`src/rtl/pqs_pkg.sv`:
```
`timescale 1ns / 1ps

package pqs_pkg;

  localparam int CoordW = 32;
  localparam int WidthW = 31;
  localparam int CfgIdxW = 2;
  localparam int VinW = 64;
  localparam int MagW = 63;

  localparam logic [WidthW-1:0] WIDTH_RESET = 31'd65536;
  localparam logic signed [CoordW-1:0] UP_X_RESET = 32'sd0;
  localparam logic signed [CoordW-1:0] UP_Y_RESET = 32'sd65536;
  localparam logic signed [CoordW-1:0] UP_Z_RESET = 32'sd0;

  typedef enum logic [CfgIdxW-1:0] {
    CFG_WIDTH, CFG_UP_X, CFG_UP_Y, CFG_UP_Z
  } cfg_idx_t;

  typedef enum logic [4:0] {
    OP_NOP, OP_LOAD_F, OP_LOAD_UP, OP_LOAD_D0, OP_LOAD_D1, OP_ABS, OP_SCALE,
    OP_SAVE_FS, OP_SAVE_US, OP_CROSS_MUL, OP_CROSS_ACC, OP_SQ_MUL, OP_SQ_ACC,
    OP_SQRT_INIT, OP_SQRT_STEP, OP_DIV_INIT, OP_DIV_STEP, OP_DIV_STORE,
    OP_ZERO_U, OP_OFF_MUL, OP_OFF_ACC, OP_EMIT, OP_PEND, OP_COMMIT
  } op_t;

  typedef enum logic [1:0] {DST_R, DST_F, DST_D} dst_t;

  typedef enum logic [3:0] {
    V_BACK_R, V_BACK_L, V_START_R, V_START_L, V_BEND_R, V_BEND_L,
    V_PEND_R, V_PEND_L, V_END_R, V_END_L
  } vert_t;

  typedef enum logic [4:0] {
    S_IDLE, S_COMMIT, S_LOAD, S_CROSS, S_ABS, S_SCALE, S_SAVE, S_SQ,
    S_SQRT_INIT, S_SQRT, S_DIV_INIT, S_DIV, S_DIV_STORE, S_ZERO, S_OFF,
    S_EMIT, S_PEND
  } state_t;

  typedef enum logic [2:0] {PH_FS, PH_US, PH_R, PH_F, PH_D0, PH_D1} phase_t;

  typedef struct packed {
    op_t        op;
    logic [2:0] idx;
    dst_t       dst;
    vert_t      vert;
    logic       accept;
  } cmd_t;

  typedef struct packed {
    logic scale_done;
    logic scale_zero;
    logic out_busy;
    logic fin;
  } sts_t;

endpackage

```
`src/rtl/pqs_ctrl.sv`:
```
`timescale 1ns / 1ps

module pqs_ctrl (
  input  logic          clk,
  input  logic          rst_n,
  input  logic          in_valid,
  output logic          in_ready,
  input  pqs_pkg::sts_t sts,
  output pqs_pkg::cmd_t cmd
);

  pqs_pkg::state_t state_r, state_nxt;
  pqs_pkg::phase_t phase_r, phase_nxt;
  pqs_pkg::vert_t  vert_r, vert_nxt;
  logic [1:0] seen_r, seen_nxt;
  logic [4:0] cnt_r, cnt_nxt;
  logic [1:0] idx_r, idx_nxt;
  logic       half_r, half_nxt;

  always_ff @(posedge clk) begin
    if (!rst_n) begin
      state_r <= pqs_pkg::S_IDLE;
      phase_r <= pqs_pkg::PH_FS;
      vert_r  <= pqs_pkg::V_BACK_R;
      seen_r  <= 2'd0;
      cnt_r   <= 5'd0;
      idx_r   <= 2'd0;
      half_r  <= 1'b0;
    end else begin
      state_r <= state_nxt;
      phase_r <= phase_nxt;
      vert_r  <= vert_nxt;
      seen_r  <= seen_nxt;
      cnt_r   <= cnt_nxt;
      idx_r   <= idx_nxt;
      half_r  <= half_nxt;
    end
  end

  // next state
  always_comb begin
    state_nxt = state_r;
    phase_nxt = phase_r;
    vert_nxt  = vert_r;
    seen_nxt  = seen_r;
    cnt_nxt   = cnt_r;
    idx_nxt   = idx_r;
    half_nxt  = half_r;
    unique case (state_r)
      pqs_pkg::S_IDLE: begin
        if (in_valid) begin
          if (seen_r == 2'd0) begin
            state_nxt = pqs_pkg::S_COMMIT;
          end else begin
            phase_nxt = pqs_pkg::PH_FS;
            state_nxt = pqs_pkg::S_LOAD;
          end
        end
      end
      pqs_pkg::S_COMMIT: begin
        seen_nxt  = sts.fin ? 2'd0 : ((seen_r == 2'd0) ? 2'd1 : 2'd2);
        state_nxt = pqs_pkg::S_IDLE;
      end
      pqs_pkg::S_LOAD: state_nxt = pqs_pkg::S_ABS;
      pqs_pkg::S_CROSS: begin
        half_nxt = !half_r;
        if (half_r) begin
          cnt_nxt = cnt_r + 5'd1;
          if (cnt_r == 5'd5) state_nxt = pqs_pkg::S_ABS;
        end
      end
      pqs_pkg::S_ABS: state_nxt = pqs_pkg::S_SCALE;
      pqs_pkg::S_SCALE: begin
        if (sts.scale_done) begin
          cnt_nxt  = 5'd0;
          half_nxt = 1'b0;
          if (phase_r == pqs_pkg::PH_FS || phase_r == pqs_pkg::PH_US) begin
            state_nxt = pqs_pkg::S_SAVE;
          end else if (sts.scale_zero) begin
            state_nxt = pqs_pkg::S_ZERO;
          end else begin
            state_nxt = pqs_pkg::S_SQ;
          end
        end
      end
      pqs_pkg::S_SAVE: begin
        if (phase_r == pqs_pkg::PH_FS) begin
          phase_nxt = pqs_pkg::PH_US;
          state_nxt = pqs_pkg::S_LOAD;
        end else begin
          phase_nxt = pqs_pkg::PH_R;
          cnt_nxt   = 5'd0;
          half_nxt  = 1'b0;
          state_nxt = pqs_pkg::S_CROSS;
        end
      end
      pqs_pkg::S_SQ: begin
        half_nxt = !half_r;
        if (half_r) begin
          cnt_nxt = cnt_r + 5'd1;
          if (cnt_r == 5'd2) state_nxt = pqs_pkg::S_SQRT_INIT;
        end
      end
      pqs_pkg::S_SQRT_INIT: begin
        cnt_nxt   = 5'd0;
        state_nxt = pqs_pkg::S_SQRT;
      end
      pqs_pkg::S_SQRT: begin
        cnt_nxt = cnt_r + 5'd1;
        if (cnt_r == 5'd31) begin
          idx_nxt   = 2'd0;
          state_nxt = pqs_pkg::S_DIV_INIT;
        end
      end
      pqs_pkg::S_DIV_INIT: begin
        cnt_nxt   = 5'd0;
        state_nxt = pqs_pkg::S_DIV;
      end
      pqs_pkg::S_DIV: begin
        cnt_nxt = cnt_r + 5'd1;
        if (cnt_r == 5'd30) state_nxt = pqs_pkg::S_DIV_STORE;
      end
      pqs_pkg::S_DIV_STORE: begin
        if (idx_r == 2'd2) begin
          cnt_nxt   = 5'd0;
          half_nxt  = 1'b0;
          state_nxt = pqs_pkg::S_OFF;
        end else begin
          idx_nxt   = idx_r + 2'd1;
          state_nxt = pqs_pkg::S_DIV_INIT;
        end
      end
      pqs_pkg::S_ZERO: begin
        cnt_nxt   = 5'd0;
        half_nxt  = 1'b0;
        state_nxt = pqs_pkg::S_OFF;
      end
      pqs_pkg::S_OFF: begin
        half_nxt = !half_r;
        if (half_r) begin
          cnt_nxt = cnt_r + 5'd1;
          if (cnt_r == 5'd2) begin
            unique case (phase_r)
              pqs_pkg::PH_R: begin
                phase_nxt = pqs_pkg::PH_F;
                state_nxt = pqs_pkg::S_LOAD;
              end
              pqs_pkg::PH_F: begin
                if (seen_r == 2'd1) begin
                  vert_nxt  = pqs_pkg::V_BACK_R;
                  state_nxt = pqs_pkg::S_EMIT;
                end else begin
                  phase_nxt = pqs_pkg::PH_D0;
                  state_nxt = pqs_pkg::S_LOAD;
                end
              end
              pqs_pkg::PH_D0: begin
                vert_nxt  = pqs_pkg::V_BEND_R;
                state_nxt = pqs_pkg::S_EMIT;
              end
              default: begin
                vert_nxt  = pqs_pkg::V_BEND_L;
                state_nxt = pqs_pkg::S_EMIT;
              end
            endcase
          end
        end
      end
      pqs_pkg::S_EMIT: begin
        if (!sts.out_busy) begin
          unique case (vert_r)
            pqs_pkg::V_BACK_R:  vert_nxt = pqs_pkg::V_BACK_L;
            pqs_pkg::V_BACK_L:  vert_nxt = pqs_pkg::V_START_R;
            pqs_pkg::V_START_R: vert_nxt = pqs_pkg::V_START_L;
            pqs_pkg::V_START_L: state_nxt = pqs_pkg::S_PEND;
            pqs_pkg::V_BEND_R: begin
              phase_nxt = pqs_pkg::PH_D1;
              state_nxt = pqs_pkg::S_LOAD;
            end
            pqs_pkg::V_BEND_L:  state_nxt = pqs_pkg::S_PEND;
            pqs_pkg::V_PEND_R:  vert_nxt = pqs_pkg::V_PEND_L;
            pqs_pkg::V_PEND_L:  vert_nxt = pqs_pkg::V_END_R;
            pqs_pkg::V_END_R:   vert_nxt = pqs_pkg::V_END_L;
            default:            state_nxt = pqs_pkg::S_COMMIT;
          endcase
        end
      end
      default: begin
        // S_PEND
        if (sts.fin) begin
          vert_nxt  = pqs_pkg::V_PEND_R;
          state_nxt = pqs_pkg::S_EMIT;
        end else begin
          state_nxt = pqs_pkg::S_COMMIT;
        end
      end
    endcase
  end

  // outputs
  always_comb begin
    cmd.op     = pqs_pkg::OP_NOP;
    cmd.idx    = cnt_r[2:0];
    cmd.dst    = pqs_pkg::DST_D;
    cmd.vert   = vert_r;
    cmd.accept = 1'b0;
    in_ready   = 1'b0;
    if (phase_r == pqs_pkg::PH_R) cmd.dst = pqs_pkg::DST_R;
    else if (phase_r == pqs_pkg::PH_F) cmd.dst = pqs_pkg::DST_F;
    unique case (state_r)
      pqs_pkg::S_IDLE: begin
        in_ready   = 1'b1;
        cmd.accept = in_valid;
      end
      pqs_pkg::S_COMMIT: cmd.op = pqs_pkg::OP_COMMIT;
      pqs_pkg::S_LOAD: begin
        unique case (phase_r)
          pqs_pkg::PH_US: cmd.op = pqs_pkg::OP_LOAD_UP;
          pqs_pkg::PH_D0: cmd.op = pqs_pkg::OP_LOAD_D0;
          pqs_pkg::PH_D1: cmd.op = pqs_pkg::OP_LOAD_D1;
          default:        cmd.op = pqs_pkg::OP_LOAD_F;
        endcase
      end
      pqs_pkg::S_CROSS: cmd.op = half_r ? pqs_pkg::OP_CROSS_ACC : pqs_pkg::OP_CROSS_MUL;
      pqs_pkg::S_ABS:   cmd.op = pqs_pkg::OP_ABS;
      pqs_pkg::S_SCALE: cmd.op = pqs_pkg::OP_SCALE;
      pqs_pkg::S_SAVE: begin
        cmd.op = (phase_r == pqs_pkg::PH_FS) ? pqs_pkg::OP_SAVE_FS : pqs_pkg::OP_SAVE_US;
      end
      pqs_pkg::S_SQ:        cmd.op = half_r ? pqs_pkg::OP_SQ_ACC : pqs_pkg::OP_SQ_MUL;
      pqs_pkg::S_SQRT_INIT: cmd.op = pqs_pkg::OP_SQRT_INIT;
      pqs_pkg::S_SQRT:      cmd.op = pqs_pkg::OP_SQRT_STEP;
      pqs_pkg::S_DIV_INIT: begin
        cmd.op  = pqs_pkg::OP_DIV_INIT;
        cmd.idx = {1'b0, idx_r};
      end
      pqs_pkg::S_DIV: cmd.op = pqs_pkg::OP_DIV_STEP;
      pqs_pkg::S_DIV_STORE: begin
        cmd.op  = pqs_pkg::OP_DIV_STORE;
        cmd.idx = {1'b0, idx_r};
      end
      pqs_pkg::S_ZERO: cmd.op = pqs_pkg::OP_ZERO_U;
      pqs_pkg::S_OFF:  cmd.op = half_r ? pqs_pkg::OP_OFF_ACC : pqs_pkg::OP_OFF_MUL;
      pqs_pkg::S_EMIT: if (!sts.out_busy) cmd.op = pqs_pkg::OP_EMIT;
      default:         cmd.op = pqs_pkg::OP_PEND;
    endcase
  end

endmodule

```
`config.mk`:
```
export PLATFORM = sky130hd
export DESIGN_NAME = pqs_ctrl
export DESIGN_NICKNAME = d
export VERILOG_FILES = /design/src/rtl/pqs_pkg.sv /design/src/rtl/pqs_ctrl.sv
export SDC_FILE = /design/constraint.sdc
export NUM_CORES = 1
export LEC_CHECK = 0
export ABC_AREA = 0
export BUFFER_PORTS_ARGS = -buffer_cell sky130_fd_sc_hd__buf_2
export CORE_MARGIN = 2
export CORE_UTILIZATION = 45
export DETAILED_ROUTE_END_ITERATION = 8
export SLEW_MARGIN = 15
export SYNTH_ARGS = -nofsm -noshare
export SYNTH_HDL_FRONTEND = slang
export SYNTH_SLANG_ARGS = --single-unit
```
`constraint.sdc`:
```
create_clock -name clk -period 3.3 [get_ports clk]
set_clock_uncertainty 0.2 [all_clocks]
set_input_delay 0.165 -clock clk [delete_from_list [all_inputs] [get_ports clk]]
set_output_delay 0.165 -clock clk [all_outputs]
set_load 0.01 [all_outputs]
```
==> summary.txt <==
STA
  – Max-Slew Margin vs Limit: 0.452
  – Setup ws final: 0.488 ns
  – Max Clk Rate: 0.356 GHz
  – Final hold vios: 0
  – Post-route setup TNS: 0 ns
  – Finish-stage setup viols: 0
  – Worst Tran Pin Value: roughly 0.82 ns
  – Hold slack final: about 0.02 ns
  – Minimum clock period: 2.81 ns
  – Max Slew Vio Count: 0
  – RSZ-0062 raised after global routing: no
  – Tcrit/Tclk final: 0.852

Clock network
  – Number of CTS-inserted buffers: 3
  – CTS tree: done
  – Clock Tree Buf Depth: 2
  – Post_cts resized: 0
  – Post-CTS setup buffers: 0
  – CTS Hold Bufs: 0
  – Clock sinks: 22
  – H-tree depth: 1
  – Clock Pin Slew Worst Setup and Hold Paths: 0.09 ns
  – Clock Latency Late Sink: 0.27 ns
  – CTS root buf: clkbuf_8

Placed design
  – Port buffer count: 22
  – Dpl hpwl: 4580 um
  – Gpl congestion: 0.925
  – Pre-CTS setup slack: 0.717 ns

Synthesis
  – Most numerous cell in the Yosys netlist: nand2_1
  – Yosys reg bits: 22
  – Number of flops mapped to enable cells by yosys: 0
  – Leading area contributor after synthesis: dfxtp_1
  – Cells after synthesis: slightly above 300
  – Async S/R FF share, synth: 0
  – Top FF cell, synth: dfxtp_1
  – Mapped Nets: 322
  – Synth top area cells: dfxtp_1, nand2_1, o21ai_0, a21oi_1, nand3_1
  – Distinct cell type count after synthesis: 66
  – Yosys top cell area share: 0.201
  – Post-synth top cells: nand2_1, o21ai_0, dfxtp_1
  – Syn_area_per_cell: 7.08 sq um
  – Synthesized cell area: 2190 sq um
  – Seq/Total Area, Yosys: 0.201
  – Yosys warnings: 0

Setup path
  – Worst Path Buf+Inv: 2
  – Worst Setup EP: cmd[8]
  – Reg2reg setup slack: a little over 0.6 ns
  – Crit path capture type: output port
  – Crit path launch type: flip-flop
  – Worst reg2reg startpoint: state_r[3]$_SDFFE_PN0P_
  – Critical path startpoint: state_r[3]$_SDFFE_PN0P_
  – WP depth: 5
  – Reg2reg end: cnt_r[1]$_SDFFE_PN0P_
  – Worst R2R Path Depth: 6
  – Worst-path maximum fanout: 26
  – Crit-path cells: buf_4 -> nor2b_1 -> nand3_1 -> mux2_2 -> buf_2
  – Crit-path leading delay family: flip-flops
  – Crit path DAT: about 2.5 ns
  – WS Path Type: flip-flop to output port
  – WP data required: 2.93 ns
  – Critical-path top delay cell: dfxtp_1
  – Max incr delay on CP: about 0.86 ns

Drt
  – Routed Wire Length: 6260 um
  – Initial DRC count: 251
  – DR vias/cell: 6.07
  – Via Count: 2324
  – Antenna violation net count after detailed routing: 0
  – Pre-antenna DRT Iters: 4
  – # DRC: 0
  – Wire per inst: 16.3 um

Cells and area
  – Synth-to-layout area growth: 8.16%
  – Nets: 329
  – Layout cell share with drive strength beyond 1: 0.142
  – Diodes inserted: 0
  – Number of fillers in the final layout: 489
  – Final core utilization: 0.502

Power
  – Sw power: 0.616 mW
  – Leakage power: 0.910 nW
  – Seq pwr share: 0.266
  – Clock network power share: 0.185
  – Sw frac: 0.438
  – Gate power share: 0.549
  – Power Density: 594 nW/um^2
  – Internal power: approximately 0.79 mW
  – Max rail drop VDD: 0.217 mV

Hold path
  – Worst Hold Launch: sts[0]
  – Worst hold path class: input pin to flip-flop

Global routing
  – Total congestion overflow: 0
  – Largest net degree at the start of global routing: 32
  – First-pass GRT wire length: about 10000 um
  – Vias in the first global route: about 2100
  – GRT Overall Usage: 0.239
  – Initial antenna violation count: 0

Die
  – DIE WIDTH: 73.8 um
  – Total Die Area: 5450 sq um
  – CORE AREA: 4720 sq um
  – Site Rows: 25
  – I/O pin total: 23
  – Initial cell density of the core: 0.464
  – Die H: 73.8 um

Job
  – Total of max-cap violations: 0

Run status
  – Status: finished clean
[cells by family (layout without fill, tap and decap cells)]
logic type      Yosys count  after routing  synth area share
simple gates            142            142             0.353
compound gates           96             96             0.303
fa+ha+maj                 5              5            0.0285
mux                       6              6            0.0280
xor+xnor                  2              2           0.00799
buf+inv                  37             43            0.0787
flops                    22             22             0.201
[registers in the layout, summed over array words and instances (netlist names)]
signal	flops
half_r	1
seen_r	2
idx_r	2
state_r	5
cnt_r	5
phase_r	3
vert_r	4
[worst register-to-register path, delay by kind of cell (launching register included)]
family | cells | cell delay [ns]
compound gates | 4 | 1.03
flops | 1 | 0.86
simple gates | 2 | 0.53
[final cells by class]
class | instances | area, sq um | area share
inverter | 11 | 41.3 | 0.0174
multi-input combinational | 251 | 1580 | 0.666
timing repair buffer | 28 | 155 | 0.0654
clock inverter | 1 | 30.0 | 0.0127
sequential | 22 | 440 | 0.186
clock buffer | 3 | 41.3 | 0.0174
tap | 67 | 83.8 | 0.0353
[routing by layer]
| metal | track usage | wire (um) | vias to the layer above |
|---|---|---|---|
| li1 | - | - | 1143 |
| met1 | 0.358 | 3030 | 1060 |
| met2 | 0.345 | 2670 | 103 |
| met3 | 0.0357 | 421 | 18 |
| met4 | 0.0808 | 127 | 0 |
| met5 | 0 | 0 | - |
[power by group through the flow]
stage	clock network, mW	logic [mW]	registers, mW
after global placement	0	0.770	0.376
final	0.260	0.774	0.374
after floorplan	0	0.646	0.309
after global routing	0.273	0.856	0.380
after CTS	0.266	0.766	0.370
after detailed placement	0	0.763	0.377
[worst min-delay path by stage]
stage / cells past startpoint / end
6_report: 4 / seen_r[1]$_SDFFE_PN0P_
2_1_floorplan: 3 / seen_r[1]$_SDFFE_PN0P_
5_1_grt: 4 / seen_r[1]$_SDFFE_PN0P_
3_3_place_gp: 4 / seen_r[1]$_SDFFE_PN0P_
4_1_cts: 4 / seen_r[1]$_SDFFE_PN0P_
3_5_place_dp: 4 / seen_r[1]$_SDFFE_PN0P_
[placed cells by master, fill, tap and decap left out, drive strengths merged, types with 5 or more instances in the layout]
master and count:
ha 5, nand3b 6, a21oi 18, buf 28, dfxtp 22, nand3 16
a21boi 10, nor3 9, nor2 15, nand2 41, inv 11, nor2b 12
o21ai 29, nand2b 10, mux2i 5, or3 5
[through the flow]
step                      instance area (sq um)  instances  power (mW)
final                                      2370        383        1.41
after global routing                       2370        383        1.51
after CTS                                  2370        383        1.40
after detailed placement                   2300        379        1.14
after global placement                     2300        379        1.15
after floorplan                            2190        310       0.955
Power figures use the tool's default switching activity.
